<file path="config.mk">
export PLATFORM = sky130hd
export DESIGN_NAME = iccp_quality_value_tlv_encoder_top_flat
export DESIGN_NICKNAME = d
export VERILOG_FILES = /design/src/rtl/iqtlv_pkg.sv /design/src/rtl/iqtlv_if.sv /design/src/rtl/iccp_quality_value_tlv_encoder_top.sv /design/src/rtl/iqtlv_build.sv /design/src/rtl/iqtlv_ser.sv /design/src/flat_wrapper.sv
export SDC_FILE = /design/constraint.sdc
export NUM_CORES = 1
export LEC_CHECK = 0
export BUFFER_PORTS_ARGS = -buffer_cell sky130_fd_sc_hd__buf_2
export CELL_PAD_IN_SITES_DETAIL_PLACEMENT = 2
export CELL_PAD_IN_SITES_GLOBAL_PLACEMENT = 2
export CORE_MARGIN = 2
export CORE_UTILIZATION = 42
export DETAILED_ROUTE_END_ITERATION = 10
export MAX_ROUTING_LAYER = met4
export PLACE_DENSITY_LB_ADDON = 0.1
export SETUP_SLACK_MARGIN = 0.05
export SKIP_LAST_GASP = 1
export SYNTH_ARGS = -nofsm -noshare
export SYNTH_HDL_FRONTEND = slang
export SYNTH_HIERARCHICAL = 1
export SYNTH_SLANG_ARGS = --single-unit
</file>
<file path="constraint.sdc">
create_clock -name clk -period 7.7 [get_ports clk]
set_input_delay 1.155 -clock clk [delete_from_list [all_inputs] [get_ports clk]]
set_output_delay 1.155 -clock clk [all_outputs]
set_load 0.03 [all_outputs]
</file>
<file path="src/rtl/iqtlv_pkg.sv">
// ----------------------------------------------------------------------------
// iqtlv_pkg
// Shared types and constants of the quality-value TLV encoder.
// ----------------------------------------------------------------------------
package iqtlv_pkg;

	localparam int FRAME_BYTES = 17;
	localparam int LEN_W       = 5;
	localparam int IDX_W       = $clog2(FRAME_BYTES);

	// function codes
	localparam logic FUNC_STATEQ = 1'b0;
	localparam logic FUNC_REALQ  = 1'b1;

	// tags and fixed lengths
	localparam logic [7:0] TAG_STATEQ = 8'hA2;
	localparam logic [7:0] TAG_REALQ  = 8'hA3;
	localparam logic [7:0] TAG_INT    = 8'h02;
	localparam logic [7:0] TAG_QUAL   = 8'h85;
	localparam logic [7:0] TAG_TIME   = 8'h17;
	localparam logic [7:0] LEN_QUAL   = 8'h01;
	localparam logic [7:0] LEN_TIME   = 8'h04;

	localparam logic [7:0] MASK_RESET = 8'h3F;

	typedef logic [0:FRAME_BYTES-1][7:0] frame_t;

	typedef struct packed {
		logic               func;
		logic [1:0]         state_code;
		logic signed [31:0] milli;
		logic [7:0]         flags;
		logic               has_time;
		logic [31:0]        time_value;
		logic [7:0]         capacity;
	} req_t;

	typedef struct packed {
		frame_t             frame;
		logic [LEN_W-1:0]   total;
		logic               overflow;
	} build_t;

endpackage

</file>
<file path="src/rtl/iqtlv_if.sv">
// ----------------------------------------------------------------------------
// iqtlv_req_if / iqtlv_rsp_if
// Valid/ready channels for encode requests and encoded bytes.
// ----------------------------------------------------------------------------
interface iqtlv_req_if;
	logic               valid;
	logic               ready;
	logic               func;
	logic [1:0]         state_code;
	logic signed [31:0] milli;
	logic [7:0]         flags;
	logic               has_time;
	logic [31:0]        time_value;
	logic [7:0]         capacity;

	modport source (output valid, func, state_code, milli, flags, has_time, time_value,
		capacity, input ready);
	modport sink (input valid, func, state_code, milli, flags, has_time, time_value,
		capacity, output ready);
endinterface

interface iqtlv_rsp_if;
	logic       valid;
	logic       ready;
	logic [7:0] out_byte;
	logic       last;
	logic       overflow;
	logic [4:0] frame_length;

	modport source (output valid, out_byte, last, overflow, frame_length, input ready);
	modport sink (input valid, out_byte, last, overflow, frame_length, output ready);
endinterface

</file>
<file path="src/rtl/iccp_quality_value_tlv_encoder_top.sv">
// ----------------------------------------------------------------------------
// iccp_quality_value_tlv_encoder_top
// Encode StateQ / RealQ quality values as BER short-form TLV byte frames.
//
//   channel | dir | handshake        | payload
//   --------+-----+------------------+-----------------------------------------
//   req     | in  | valid/ready      | func, state_code, milli, flags, ...
//   rsp     | out | valid/ready      | out_byte, last, overflow, frame_length
//   cfg     | in  | cfg_we (no wait) | cfg_wdata -> quality_mask
//
// One request yields one beat per frame byte (5 to 17) or a single overflow
// beat; the byte serializer sets the rate, one beat per cycle while rsp is ready.
// The first beat passes the request register, frame store and output register.
// A new request is taken while the previous frame is still being sent.
// Reset clears all valid flags and sets quality_mask to 0x3F.
// A stalled rsp holds the current beat and the frame pointer.
// ----------------------------------------------------------------------------
module iccp_quality_value_tlv_encoder_top (
	input  logic        clk,
	input  logic        arst_n,
	input  logic        cfg_we,
	input  logic [7:0]  cfg_wdata,
	iqtlv_req_if.sink   req,
	iqtlv_rsp_if.source rsp
);

	logic [7:0]        mask_q;
	logic              valid_s1;
	iqtlv_pkg::req_t   req_s1;
	iqtlv_pkg::build_t bld;
	logic              free;
	logic              load;

	// quality mask register
	always_ff @(posedge clk or negedge arst_n) begin
		if (!arst_n) begin
			mask_q <= iqtlv_pkg::MASK_RESET;
		end else if (cfg_we) begin
			mask_q <= cfg_wdata;
		end
	end

	// request register
	assign load      = valid_s1 && free;
	assign req.ready = !valid_s1 || load;

	always_ff @(posedge clk or negedge arst_n) begin
		if (!arst_n) begin
			valid_s1 <= 1'b0;
		end else if (req.ready) begin
			valid_s1 <= req.valid;
		end
	end

	always_ff @(posedge clk) begin
		if (req.valid && req.ready) begin
			req_s1.func       <= req.func;
			req_s1.state_code <= req.state_code;
			req_s1.milli      <= req.milli;
			req_s1.flags      <= req.flags;
			req_s1.has_time   <= req.has_time;
			req_s1.time_value <= req.time_value;
			req_s1.capacity   <= req.capacity;
		end
	end

	iqtlv_build u_build (
		.req  (req_s1),
		.mask (mask_q),
		.bld  (bld)
	);

	iqtlv_ser u_ser (
		.clk    (clk),
		.arst_n (arst_n),
		.load   (load),
		.bld    (bld),
		.free   (free),
		.rsp    (rsp)
	);

endmodule

</file>
<file path="src/rtl/iqtlv_build.sv">
// ----------------------------------------------------------------------------
// iqtlv_build
// Assemble the whole TLV frame, its length and the overflow flag in one pass.
// ----------------------------------------------------------------------------
module iqtlv_build (
	input  iqtlv_pkg::req_t   req,
	input  logic [7:0]        mask,
	output iqtlv_pkg::build_t bld
);

	logic [7:0]   b0, b1, b2, b3;
	logic         c0, c1, c2;
	logic [1:0]   start;
	logic [2:0]   il;
	logic [7:0]   q;
	logic [7:0]   sq;
	logic [71:0]  tail;
	logic [103:0] body;
	logic [103:0] shifted;
	logic [4:0]   n;
	logic [7:0]   n8;

	assign {b0, b1, b2, b3} = req.milli;

	// drop redundant sign bytes of the integer, at most three
	assign c0 = (b0 == 8'h00 && !b1[7]) || (b0 == 8'hFF && b1[7]);
	assign c1 = (b1 == 8'h00 && !b2[7]) || (b1 == 8'hFF && b2[7]);
	assign c2 = (b2 == 8'h00 && !b3[7]) || (b2 == 8'hFF && b3[7]);

	always_comb begin
		if (!c0) begin
			start = 2'd0;
		end else if (!c1) begin
			start = 2'd1;
		end else if (!c2) begin
			start = 2'd2;
		end else begin
			start = 2'd3;
		end
	end

	assign il = 3'd4 - {1'b0, start};

	// masked quality, with state on top for StateQ
	assign q  = req.flags & mask;
	assign sq = {req.state_code, 6'b0} | q;

	// integer content followed by quality and time TLVs, aligned past dropped bytes
	assign tail    = {iqtlv_pkg::TAG_QUAL, iqtlv_pkg::LEN_QUAL, q,
		iqtlv_pkg::TAG_TIME, iqtlv_pkg::LEN_TIME, req.time_value};
	assign body    = {req.milli, tail};
	assign shifted = body << {start, 3'b000};

	// inner length
	always_comb begin
		if (req.func == iqtlv_pkg::FUNC_STATEQ) begin
			n = 5'd3;
		end else begin
			n = 5'd5 + {2'b0, il};
		end
		if (req.has_time) begin
			n = n + 5'd6;
		end
	end

	assign n8 = {3'b0, n};

	always_comb begin
		if (req.func == iqtlv_pkg::FUNC_STATEQ) begin
			bld.frame = {iqtlv_pkg::TAG_STATEQ, n8, iqtlv_pkg::TAG_QUAL, iqtlv_pkg::LEN_QUAL,
				sq, iqtlv_pkg::TAG_TIME, iqtlv_pkg::LEN_TIME, req.time_value, 48'b0};
		end else begin
			bld.frame = {iqtlv_pkg::TAG_REALQ, n8, iqtlv_pkg::TAG_INT, {5'b0, il}, shifted};
		end
	end

	assign bld.total    = n + 5'd2;
	assign bld.overflow = {3'b0, bld.total} > req.capacity;

endmodule

</file>
<file path="src/rtl/iqtlv_ser.sv">
// ----------------------------------------------------------------------------
// iqtlv_ser
// Hold one built frame and send it out one byte per beat through a register.
// ----------------------------------------------------------------------------
module iqtlv_ser (
	input  logic              clk,
	input  logic              arst_n,
	input  logic              load,
	input  iqtlv_pkg::build_t bld,
	output logic              free,
	iqtlv_rsp_if.source       rsp
);

	iqtlv_pkg::frame_t             frame_q;
	logic [iqtlv_pkg::LEN_W-1:0]   len_q;
	logic                          ovf_q;
	logic [iqtlv_pkg::IDX_W-1:0]   idx_q;
	logic                          busy_q;
	logic                          valid_q;
	logic [7:0]                    byte_q;
	logic                          last_q;
	logic                          oflag_q;
	logic [iqtlv_pkg::LEN_W-1:0]   flen_q;
	logic                          emit;
	logic                          done;

	assign emit = busy_q && (!valid_q || rsp.ready);
	assign done = ovf_q || (idx_q == len_q - 5'd1);
	assign free = !busy_q || (emit && done);

	// frame store and byte pointer
	always_ff @(posedge clk or negedge arst_n) begin
		if (!arst_n) begin
			busy_q <= 1'b0;
			idx_q  <= '0;
		end else begin
			if (emit) begin
				if (done) begin
					busy_q <= 1'b0;
				end else begin
					idx_q <= idx_q + 1'b1;
				end
			end
			if (load) begin
				busy_q <= 1'b1;
				idx_q  <= '0;
			end
		end
	end

	always_ff @(posedge clk) begin
		if (load) begin
			frame_q <= bld.frame;
			len_q   <= bld.total;
			ovf_q   <= bld.overflow;
		end
	end

	// output register: advance on emit, drop valid once taken
	always_ff @(posedge clk or negedge arst_n) begin
		if (!arst_n) begin
			valid_q <= 1'b0;
		end else if (emit) begin
			valid_q <= 1'b1;
		end else if (rsp.ready) begin
			valid_q <= 1'b0;
		end
	end

	always_ff @(posedge clk) begin
		if (emit) begin
			byte_q  <= ovf_q ? 8'h00 : frame_q[idx_q];
			last_q  <= done;
			oflag_q <= ovf_q;
			flen_q  <= ovf_q ? '0 : len_q;
		end
	end

	assign rsp.valid        = valid_q;
	assign rsp.out_byte     = byte_q;
	assign rsp.last         = last_q;
	assign rsp.overflow     = oflag_q;
	assign rsp.frame_length = flen_q;

	a_ovf_last: assert property (@(posedge clk) disable iff (!arst_n)
		valid_q && oflag_q |-> last_q && flen_q == 5'd0 && byte_q == 8'h00)
		else $error("overflow beat malformed");

	a_len_range: assert property (@(posedge clk) disable iff (!arst_n)
		busy_q && !ovf_q |-> len_q >= 5'd5 && len_q <= 5'd17)
		else $error("frame length out of range");

	a_idx_bound: assert property (@(posedge clk) disable iff (!arst_n)
		busy_q && !ovf_q |-> idx_q < len_q)
		else $error("byte pointer past frame end");

	a_load_free: assert property (@(posedge clk) disable iff (!arst_n)
		load |-> free)
		else $error("frame loaded while previous still sending");

endmodule
</file>
<file path="src/flat_wrapper.sv">
// flat-port wrapper written by rule: the top's interface ports become plain ports
module iccp_quality_value_tlv_encoder_top_flat 
  (clk, arst_n, cfg_we, cfg_wdata, req_valid, req_func, req_state_code, req_milli, req_flags, req_has_time, req_time_value, req_capacity, req_ready, rsp_valid, rsp_out_byte, rsp_last, rsp_overflow, rsp_frame_length, rsp_ready);
  iqtlv_req_if req_i ();
  iqtlv_rsp_if rsp_i ();
  input  logic clk;
  input  logic arst_n;
  input  logic cfg_we;
  input  logic [7:0] cfg_wdata;
  input wire logic [$bits(req_i.valid)-1:0] req_valid;
  input wire logic [$bits(req_i.func)-1:0] req_func;
  input wire logic [$bits(req_i.state_code)-1:0] req_state_code;
  input wire logic [$bits(req_i.milli)-1:0] req_milli;
  input wire logic [$bits(req_i.flags)-1:0] req_flags;
  input wire logic [$bits(req_i.has_time)-1:0] req_has_time;
  input wire logic [$bits(req_i.time_value)-1:0] req_time_value;
  input wire logic [$bits(req_i.capacity)-1:0] req_capacity;
  output wire logic [$bits(req_i.ready)-1:0] req_ready;
  output wire logic [$bits(rsp_i.valid)-1:0] rsp_valid;
  output wire logic [$bits(rsp_i.out_byte)-1:0] rsp_out_byte;
  output wire logic [$bits(rsp_i.last)-1:0] rsp_last;
  output wire logic [$bits(rsp_i.overflow)-1:0] rsp_overflow;
  output wire logic [$bits(rsp_i.frame_length)-1:0] rsp_frame_length;
  input wire logic [$bits(rsp_i.ready)-1:0] rsp_ready;
  assign req_i.valid = req_valid;
  assign req_i.func = req_func;
  assign req_i.state_code = req_state_code;
  assign req_i.milli = req_milli;
  assign req_i.flags = req_flags;
  assign req_i.has_time = req_has_time;
  assign req_i.time_value = req_time_value;
  assign req_i.capacity = req_capacity;
  assign req_ready = req_i.ready;
  assign rsp_valid = rsp_i.valid;
  assign rsp_out_byte = rsp_i.out_byte;
  assign rsp_last = rsp_i.last;
  assign rsp_overflow = rsp_i.overflow;
  assign rsp_frame_length = rsp_i.frame_length;
  assign rsp_i.ready = rsp_ready;
  iccp_quality_value_tlv_encoder_top u_core (.clk(clk), .arst_n(arst_n), .cfg_we(cfg_we), .cfg_wdata(cfg_wdata), .req(req_i), .rsp(rsp_i));
endmodule
</file>
==> out/qor.tcl, run 1 <==
set qor(ys_top_cells_by_area) {sky130_fd_sc_hd__edfxtp_1 60%, sky130_fd_sc_hd__mux4_2 6.0%, sky130_fd_sc_hd__nand2_1 3.0%}
set qor(criticalPathCategory) {flip-flop to primary output}
set qor(utilization) 0.490
set qor(placement.io_buffers) 113
set qor(critPathArrivalTime_ns) 3.04
set qor(p_switching_w) 0.00160
set qor(drc) 0
set qor(wl_per_cell_um) 27.2
set qor(switching_fraction_of_total_power) 0.323
set qor(clock_sink_count) 257
set qor(drive_above_1_share) 0.239
set qor(via_count) 8186
set qor(max_slew_margin) 0.275
set qor(p_leak_nw) 4.99
set qor(final_area_um2) 13700
set qor(grt_setup_unrepaired) {false}
set qor(die_h_um) 173
set qor(cts_tree) {built}
set qor(vias_per_cell) 5.89
set qor(critPathSlowestCell) {sky130_fd_sc_hd__buf_4}
set qor(cts.reportedPaths.clkPinSlew_ns) 0.05
set qor(number_of_max_cap_violations) 0
set qor(report.final.hold_viol_count) 0
set qor(grt_start_max_net_pins) 65
set qor(rows) 61
set qor(post_dp_cell_area_um2) 12800
set qor(seq_power_share) 0.478
set qor(first_global_vias) 9060
set qor(place_hpwl_mm) 26.1
set qor(power_per_cell_area_nw_per_um2) 361
set qor(drv_slew) 0
set qor(postSynthCellCount) 885
set qor(cts.htree.levels) 1
set qor(critical_path.startpoint_type) {flip-flop}
set qor(power_w) 0.00494
set qor(area.growth.synth_to_final_pct) 14.4
set qor(post_cts_buffers) 0
set qor(hold_buffer_count_at_cts) 0
set qor(diodes) 0
set qor(crit_start) {u_core/u_ser/idx_q[0]}
set qor(initial_utilization) 0.428
set qor(timing.final.setup_violations) 0
set qor(status) {finished clean}
set qor(post_synth_num_cell_types) 73
set qor(timing.critical_path.required_ns) 6.55
set qor(first_pass_grt_wire_length_mm) 57.3
set qor(syn-cell-area_um2) 12000
set qor(worstReg2RegStart) {u_core/u_ser/idx_q[0]}
set qor(core_area_um2) 27900
set qor(dr.pass1.iters) 5
set qor(synthDominantAreaCellType) {sky130_fd_sc_hd__edfxtp_1}
set qor(max_clock_freq_mhz) 239
set qor(final_nets) 1094
set qor(drtIter0Drc) 868
set qor(routed_wirelength_mm) 37.7
set qor(globalRouteTotalUtil) 0.262
set qor(synthArstFlopShare) 0.0623
set qor(yosys_register_bits) 257
set qor(power.internal_w) 0.00334
set qor(clockRootBuffer) {sky130_fd_sc_hd__clkbuf_16}
set qor(path_category_of_the_worst_min_delay_check) {input port to asynchronous set/reset pin}
set qor(maximum_vdd_drop_mv) 0.185
set qor(setup-tns-final_ns) 0
set qor(finalClockSkew_ns) 0.0171
set qor(die_width_um) 173
set qor(placer_congestion_estimate) 0.861
set qor(grt_overflow) 0
set qor(whs_ns) 0.548
set qor(crit_path_cell_trace) {buf_4 > xor2_1 > o211ai_2 > a311oi_4 > o21ai_1 > nand2_1 > nand2b_1 > buf_2}
set qor(fillers) 2730
set qor(cp-end-kind) {primary output}
set qor(synthDominantCellAreaShare) 0.605
set qor(worst_path_largest_cell_delay_ns) 0.60
set qor(worst_pin_slew_ns) 1.08
set qor(io_pins) 114
set qor(drtAntennaViolNets) 0
set qor(post_cts.resized_instances) 0
set qor(clkLatencyLatePin_ns) 0.55
set qor(synth_ff_type) {sky130_fd_sc_hd__edfxtp_1}
set qor(commonest_cells_after_routing_fill_and_taps_aside) {241 x sky130_fd_sc_hd__edfxtp_1, 113 x sky130_fd_sc_hd__buf_2, 95 x sky130_fd_sc_hd__nand2_1}
set qor(period_share) 0.544
set qor(cts_buf_count) 29
set qor(synth_edf_count) 241
set qor(share_clk_of_total_power) 0.266
set qor(die_area_um2) 29900
set qor(layout.cells.most_common) {sky130_fd_sc_hd__edfxtp_1}
set qor(grt_antenna_before_repair) 0
set qor(synth_area_per_cell_um2) 13.5
set qor(final.min_clock_period_ns) 4.19
set qor(peak_fanout_along_the_critical_path) 38
set qor(max-clock-path-buffers) 3
set qor(yosysWarnings) 6
set qor(synth_sequential_area_ratio) 0.639
set qor(combinational_power_share) 0.256
## critical path, delay by kind of cell (launching register included)
family,cells,cell delay [ns]
AOI/OAI and AO/OA,3,0.76
xor gates and xnor gates,1,0.26
buffers and inverters,2,0.81
DFF,1,0.34
and+or+nand+nor,2,0.29
## routing by layer
layer / up-vias / global-route usage / wire, µm
met5: - / - / 0
met4: 0 / 0.0840 / 1290
met3: 87 / 0.0361 / 2290
met2: 358 / 0.437 / 18800
met1: 4182 / 0.333 / 15400
li1: 3559 / - / -
## cells in the mapped netlist (all sizes together), types with 7 or more instances
| master | number |
|---|---|
| nor2b | 8 |
| and3 | 8 |
| edfxtp | 241 |
| mux4 | 32 |
| dfrtp | 10 |
| nand2 | 95 |
| ha | 8 |
| nor3 | 14 |
| buf | 47 |
| clkbuf | 31 |
| a21oi | 53 |
| mux2i | 20 |
| o21ai | 30 |
| o2bb2ai | 7 |
| o31ai | 7 |
| a22oi | 8 |
| o22ai | 20 |
| a311oi | 16 |
| nand2b | 8 |
| inv | 29 |
| nand3 | 12 |
| mux2 | 14 |
| nor2 | 72 |
## final timing paths
path | to | slack [ns] | cells after the start
worst max-delay path | req_ready | 3.51 | 8
worst min-delay path | u_core/mask_q[6] | 0.55 | 1
worst max register to register | u_core/u_ser/frame_q[133] | 3.73 | 8
worst min register to register | u_core/u_ser/rsp.valid | 0.55 | 2
max in group asynchronous | u_core/mask_q[2] | 6.83 | 1
min in group clk | u_core/u_ser/rsp.valid | 0.55 | 2
## power by group through the flow
stage	combinational [W]	clock, W	sequential [W]
after floorplan	0.000803	0	0.00238
after global placement	0.00121	0	0.00234
after detailed placement	0.00128	0	0.00239
after CTS	0.00128	0.00135	0.00236
after global routing	0.00137	0.00139	0.00240
final	0.00127	0.00131	0.00236
## kinds of logic (layout without fill, tap and decap cells)
| family | Yosys count | after routing | synth area share |
|---|---|---|---|
| xor gates and xnor gates | 7 | 7 | 0.00575 |
| DFF | 257 | 257 | 0.639 |
| and+or+nand+nor | 246 | 246 | 0.0967 |
| adders and majority gates | 8 | 8 | 0.00837 |
| AOI/OAI and AO/OA | 192 | 192 | 0.111 |
| buffers and inverters | 107 | 215 | 0.0456 |
| other | 2 | 20 | 0.000628 |
| muxes | 66 | 66 | 0.0930 |
## layout make-up
class | instances | area, µm² | share of cell area
clock buffers | 41 | 791 | 0.0578
repair buffers | 133 | 716 | 0.0523
flip-flops and latches | 257 | 7650 | 0.559
clock inverters | 12 | 101 | 0.00741
inverters | 29 | 109 | 0.00795
well taps | 378 | 473 | 0.0346
multi-input cells | 539 | 3850 | 0.281
## sequential cells by signal, summed over array words and instances, names as in the netlist
| name | count |
|---|---|
| u_core/u_ser/rsp.overflow | 1 |
| u_core/valid_s1 | 1 |
| u_core/u_ser/rsp.out_byte | 8 |
| u_core/u_ser/rsp.frame_length | 5 |
| u_core/u_ser/frame_q | 136 |
| u_core/req_s1 | 84 |
| u_core/u_ser/ovf_q | 1 |
| u_core/u_ser/idx_q | 5 |
| u_core/u_ser/rsp.last | 1 |
| u_core/u_ser/len_q | 5 |
| u_core/u_ser/rsp.valid | 1 |
| u_core/mask_q | 8 |
| u_core/u_ser/busy_q | 1 |
## through the flow
| stage | worst slack [ns] | instances |
|---|---|---|
| after CTS | 3.42 | 1389 |
| final | 3.51 | 1389 |
| after detailed placement | 3.73 | 1336 |
| after global placement | 3.94 | 1336 |
| after floorplan | 1.86 | 903 |
| after global routing | 3.23 | 1389 |
No activity file was read; power rests on OpenSTA's default activity.
==> run 2: changes to the inputs <==
==> constraint.sdc (replaced) <==
create_clock -name clk -period 4.35 [get_ports clk]
set_input_delay 0.6525 -clock clk [delete_from_list [all_inputs] [get_ports clk]]
set_output_delay 0.6525 -clock clk [all_outputs]
set_load 0.03 [all_outputs]
==> run 2 against run 1 <==
Sequential cell count unchanged. Die area unchanged. Sequential share of layout area decreased by 0.086 points.
==> out/qor.tcl, run 2 (synthesis results as in run 1) <==
set qor(status) {finished clean}
set qor(largest_registers) {u_core/u_ser/frame_q x136, u_core/req_s1 x84}
set qor(clkLatencyLatePin_ns) 0.54
set qor(cp-end-kind) {flip-flop}
set qor(clock_sink_count) 257
set qor(grt_antenna_before_repair) 0
set qor(fillers) 2738
set qor(power_w) 0.00874
set qor(power.internal_w) 0.00588
set qor(path_delay_family) {simple AND/OR/NAND/NOR gates}
set qor(dr.pass1.iters) 5
set qor(initial_utilization) 0.428
set qor(via_count) 8190
set qor(period_share) 0.918
set qor(area.growth.synth_to_final_pct) 14.5
set qor(hold_buffer_count_at_cts) 0
set qor(commonest_cells_after_routing_fill_and_taps_aside) {241 x sky130_fd_sc_hd__edfxtp_1, 113 x sky130_fd_sc_hd__buf_2, 95 x sky130_fd_sc_hd__nand2_1}
set qor(placer_congestion_estimate) 0.884
set qor(drtIter0Drc) 729
set qor(cts_tree) {built}
set qor(post_cts_buffers) 0
set qor(crit_buf_inv) 1
set qor(die_area_um2) 29900
set qor(first_global_vias) 8996
set qor(finalClockSkew_ns) 0.00995
set qor(max_reg_flops) 136
set qor(seq_power_share) 0.476
set qor(worst_pin_slew_ns) 1.10
set qor(core_area_um2) 27900
set qor(final_nets) 1097
set qor(diodes) 0
set qor(first_pass_grt_wire_length_mm) 57.4
set qor(maximum_vdd_drop_mv) 0.322
set qor(number_of_max_cap_violations) 0
set qor(grt_util_met3) 0.0416
set qor(globalRouteTotalUtil) 0.264
set qor(drc) 0
set qor(use_met2) 0.442
set qor(peak_fanout_along_the_critical_path) 18
set qor(critPathSlowestCell) {sky130_fd_sc_hd__or4_1}
set qor(die_h_um) 173
set qor(cts.htree.levels) 1
set qor(cts_buf_count) 29
set qor(max_slew_margin) 0.267
set qor(grt_overflow) 0
set qor(routed_wirelength_mm) 38.3
set qor(drv_slew) 0
set qor(drive_above_1_share) 0.241
set qor(clockRootBuffer) {sky130_fd_sc_hd__clkbuf_16}
set qor(crit_start) {u_core/req_s1[65]}
set qor(critPathArrivalTime_ns) 4.29
set qor(place_hpwl_mm) 26.3
set qor(placement.io_buffers) 113
set qor(power_per_cell_area_nw_per_um2) 637
set qor(critical_path.startpoint_type) {flip-flop}
set qor(grt_start_max_net_pins) 85
set qor(worst_path_largest_cell_delay_ns) 0.58
set qor(final.min_clock_period_ns) 3.99
set qor(p_switching_w) 0.00285
set qor(io_pins) 114
set qor(rows) 61
set qor(die_width_um) 173
set qor(layout.cells.most_common) {sky130_fd_sc_hd__edfxtp_1}
set qor(p_leak_nw) 4.99
set qor(post_cts.resized_instances) 0
set qor(regMostFlops) {u_core/u_ser/frame_q}
set qor(critical-path-top-cell-by-count) {sky130_fd_sc_hd__nor2_1}
set qor(grt_setup_unrepaired) {false}
set qor(report.final.hold_viol_count) 0
set qor(share_clk_of_total_power) 0.257
set qor(post_dp_cell_area_um2) 12900
set qor(post-route-worst-setup-slack_ns) 0.356
set qor(max_clock_freq_mhz) 250
set qor(switching_fraction_of_total_power) 0.326
set qor(final_area_um2) 13700
set qor(combinational_power_share) 0.267
set qor(setup-tns-final_ns) 0
set qor(globalRoute.busiestLayer) {met2}
set qor(use_met1) 0.327
set qor(path_category_of_the_worst_min_delay_check) {input port to asynchronous set/reset pin}
set qor(timing.critical_path.required_ns) 4.64
set qor(max-clock-path-buffers) 3
set qor(wl_per_cell_um) 27.6
set qor(vias_per_cell) 5.90
set qor(drtAntennaViolNets) 0
set qor(pre_cts_slack_ns) 0.458
set qor(crit_path_cell_trace) {or4_1 > nor4_2 > nor2_1 > buf_4 > nor2_1 > nor2_1 > nor2_1 > ha_1 > ha_1 > a21o_1 > a21oi_1 > o21ai_0 > a21oi_1 > nor2_1}
set qor(whs_ns) 0.0343
set qor(criticalPathCategory) {flip-flop to flip-flop}
set qor(cts.reportedPaths.clkPinSlew_ns) 0.06
set qor(worstReg2RegStart) {u_core/req_s1[65]}
set qor(timing.final.setup_violations) 0
-- run 2: final cells by class --
type                    count  area, µm²  share of cell area
multi-input cells         539       3850               0.281
inverters                  29        109             0.00794
repair buffers            136        788              0.0575
clock buffers              43        788              0.0575
well taps                 378        473              0.0345
flip-flops and latches    257       7650               0.558
clock inverters             6       52.6             0.00383
-- run 2: per-stage QoR --
stage | utilization | instances
floorplan | - | 903
global placement | 0.461 | 1339
detailed placement | 0.461 | 1339
CTS | 0.491 | 1388
global route | 0.491 | 1388
finish | 0.491 | 1388
-- run 2: path summary, 6_finish.rpt --
check,to,slack [ns],depth (start not counted)
min in group clk,u_core/req_s1[27],0.28,1
max in group asynchronous,u_core/mask_q[5],3.99,1
min reg2reg,u_core/u_ser/busy_q,0.53,1
max,u_core/u_ser/ovf_q,0.36,14
max reg2reg,u_core/u_ser/ovf_q,0.36,14
min,u_core/mask_q[6],0.03,1
-- run 2: worst register-to-register path, stage by stage, from the launching register on --
cell and delay [ns]:
sky130_fd_sc_hd__edfxtp_1 0.44, sky130_fd_sc_hd__or4_1 0.58, sky130_fd_sc_hd__nor4_2 0.33, sky130_fd_sc_hd__nor2_1 0.15, sky130_fd_sc_hd__buf_4 0.25, sky130_fd_sc_hd__nor2_1 0.35
sky130_fd_sc_hd__nor2_1 0.10, sky130_fd_sc_hd__nor2_1 0.24, sky130_fd_sc_hd__ha_1 0.31, sky130_fd_sc_hd__ha_1 0.31, sky130_fd_sc_hd__a21o_1 0.19, sky130_fd_sc_hd__a21oi_1 0.15
sky130_fd_sc_hd__o21ai_0 0.12, sky130_fd_sc_hd__a21oi_1 0.18, sky130_fd_sc_hd__nor2_1 0.05
-- run 2: power by group through the flow --
stage	clock (W)	combinational [W]	sequential (W)
after floorplan	0	0.00142	0.00416
after global placement	0	0.00223	0.00413
after detailed placement	0	0.00233	0.00420
after CTS	0.00229	0.00235	0.00417
after global routing	0.00238	0.00251	0.00423
final	0.00224	0.00233	0.00416
-- run 2: per-layer routing --
layer | wire length [µm] | vias to the layer above
met5 | 0 | -
met4 | 1470 | 0
met3 | 2200 | 92
met2 | 19200 | 314
met1 | 15400 | 4231
li1 | - | 3553
==> run 3: changes to the inputs <==
--- a/config.mk
+++ b/config.mk
@@ -11,6 +11,7 @@
 export CORE_MARGIN = 2
 export CORE_UTILIZATION = 42
 export DETAILED_ROUTE_END_ITERATION = 10
+export HOLD_SLACK_MARGIN = 0.12
 export MAX_ROUTING_LAYER = met4
 export PLACE_DENSITY_LB_ADDON = 0.1
 export SETUP_SLACK_MARGIN = 0.05
==> run 3 against run 2 <==
Global-route usage about the same. Critical endpoint unchanged. Count of clock-buffer cells in the layout did not move. Register-to-register slack improved by 0.02 ns. Non-clock buffer count is 1 higher. Largest cell class unchanged. Final cell count about the same. Die area did not move. Core utilization hardly changed. Sequential power is essentially flat. Hold slack better by 0.25 ns. Combinational power is essentially flat.
==> out/qor.tcl, run 3 (synthesis results as in run 1) <==
set qor(grt_setup_unrepaired) {false}
set qor(critical-path-top-cell-by-count) {sky130_fd_sc_hd__nor2_1}
set qor(max_reg_flops) 136
set qor(whs_ns) 0.280
set qor(ff2ff_path_depth) 14
set qor(clock_sink_count) 257
set qor(die_h_um) 173
set qor(max_clock_freq_mhz) 251
set qor(post_dp_cell_area_um2) 12900
set qor(dr.pass1.iters) 5
set qor(drv_slew) 0
set qor(final_area_um2) 13700
set qor(routed_wirelength_mm) 38.3
set qor(drive_above_1_share) 0.240
set qor(worst_path_largest_cell_delay_ns) 0.58
set qor(cts_buf_count) 29
set qor(instances_no_fill) 1389
set qor(setup.worst_path.end) {u_core/u_ser/ovf_q}
set qor(globalRouteTotalUtil) 0.264
set qor(die_area_um2) 29900
set qor(power_per_cell_area_nw_per_um2) 637
set qor(io_pins) 114
set qor(rows) 61
set qor(clkLatencyLatePin_ns) 0.54
set qor(cp-end-kind) {flip-flop}
set qor(area.growth.synth_to_final_pct) 14.6
set qor(cts.htree.levels) 1
set qor(cts.reportedPaths.clkPinSlew_ns) 0.06
set qor(final.min_clock_period_ns) 3.98
set qor(layout.cells.most_common) {sky130_fd_sc_hd__edfxtp_1}
set qor(final_nets) 1098
set qor(report.final.hold_viol_count) 0
set qor(critical_path.startpoint_type) {flip-flop}
set qor(grt_antenna_before_repair) 0
set qor(core_area_um2) 27900
set qor(regMostFlops) {u_core/u_ser/frame_q}
set qor(first_global_vias) 9001
set qor(placer_congestion_estimate) 0.884
set qor(largest_registers) {u_core/u_ser/frame_q x136, u_core/req_s1 x84}
set qor(die_width_um) 173
set qor(critPathArrivalTime_ns) 4.27
set qor(crit_path_cell_trace) {or4_1 > nor4_2 > nor2_1 > buf_4 > nor2_1 > nor2_1 > nor2_1 > ha_1 > ha_1 > a21o_1 > a21oi_1 > o21ai_0 > a21oi_1 > nor2_1}
set qor(period_share) 0.914
set qor(clockRootBuffer) {sky130_fd_sc_hd__clkbuf_16}
set qor(setup-tns-final_ns) 0
set qor(diodes) 0
set qor(via_count) 8218
set qor(peak_fanout_along_the_critical_path) 18
set qor(timing.final.setup_violations) 0
set qor(finalClockSkew_ns) 0.0102
set qor(crit-reg2reg-capture) {u_core/u_ser/ovf_q}
set qor(timing.critical_path.required_ns) 4.64
set qor(max_slew_margin) 0.250
set qor(timing.reg2reg.setup_slack_ns) 0.37
set qor(criticalPathCategory) {flip-flop to flip-flop}
set qor(cts_tree) {built}
set qor(wl_per_cell_um) 27.6
set qor(grt_overflow) 0
set qor(post_cts_buffers) 0
set qor(commonest_cells_after_routing_fill_and_taps_aside) {241 x sky130_fd_sc_hd__edfxtp_1, 113 x sky130_fd_sc_hd__buf_2, 95 x sky130_fd_sc_hd__nand2_1}
set qor(crit_start) {u_core/req_s1[65]}
set qor(worstReg2RegStart) {u_core/req_s1[65]}
set qor(number_of_max_cap_violations) 0
set qor(drtIter0Drc) 683
set qor(critPathSlowestCell) {sky130_fd_sc_hd__or4_1}
set qor(drc) 0
set qor(maximum_vdd_drop_mv) 0.325
set qor(path_category_of_the_worst_min_delay_check) {input port to flip-flop}
set qor(first_pass_grt_wire_length_mm) 57.4
set qor(vias_per_cell) 5.92
set qor(post_cts.resized_instances) 0
set qor(power_w) 0.00874
set qor(initial_utilization) 0.428
set qor(placement.io_buffers) 113
set qor(worst_pin_slew_ns) 1.12
set qor(p_leak_nw) 5.00
set qor(status) {finished clean}
set qor(grt_start_max_net_pins) 85
set qor(place_hpwl_mm) 26.3
set qor(drtAntennaViolNets) 0
set qor(max-clock-path-buffers) 3
set qor(dp_cells) 1339
==> run 3: changes by cell type in the layout (fill, tap and decap cells not counted), sizes merged <==
cell         previous run  this run
dlygate4sd3             0         1
==> run 3: report_power, final <==
group / switching, W / total [W] / internal [W]
combinational: 0.00148 / 0.00233 / 0.000851
sequential: 0.000424 / 0.00416 / 0.00374
clock: 0.000950 / 0.00224 / 0.00129
==> run 3: metrics by stage <==
stage	util	setup WS [ns]
floorplan	-	0.0645
global placement	0.461	0.793
detailed placement	0.461	0.458
CTS	0.491	0.450
global route	0.491	0.146
finish	0.491	0.373
==> run 3: worst min-delay path by stage <==
stage                        start                      to  slack (ns)  cells past startpoint
3_3_place_gp   u_core/u_ser/busy_q  u_core/u_ser/rsp.valid        0.49                      1
2_1_floorplan               arst_n        u_core/mask_q[6]        0.36                      0
6_report        req_time_value[19]       u_core/req_s1[27]        0.28                      1
4_1_cts               req_milli[4]       u_core/req_s1[53]        0.26                      1
3_5_place_dp   u_core/u_ser/busy_q     u_core/u_ser/busy_q        0.52                      1
5_1_grt               req_milli[9]       u_core/req_s1[58]        0.26                      1
==> run 3: worst max-delay path: cells and delay by family, from the launching register on <==
family | cells | cell delay [ns]
simple gates | 7 | 1.78
compound gates | 4 | 0.64
buf+inv | 1 | 0.25
fa+ha+maj | 2 | 0.62
flops | 1 | 0.44
==> run 3: timing repair <==
action / 4_1_cts / 5_1_grt
hold buffers: 1 / 0
endpoints found under the setup margin: 0 / 0
endpoints found under the hold margin: 10 / 0
==> run 3: layout make-up <==
cell class / count / area, µm²
Timing Repair Buffer: 137 / 798
Clock buffer: 43 / 788
Inverter: 29 / 109
Multi-Input combinational cell: 539 / 3850
Fill cell: 2738 / 14200
Tap cell: 378 / 473
Sequential cell: 257 / 7650
Clock inverter: 6 / 52.6
==> run 3: routing by layer <==
metal  track usage  share of wire  vias up
met4        0.0929          0.037        0
li1              -              -     3552
met1         0.328           0.40     4270
met3        0.0416          0.057       85
met5             -              0        -
met2         0.442           0.50      311
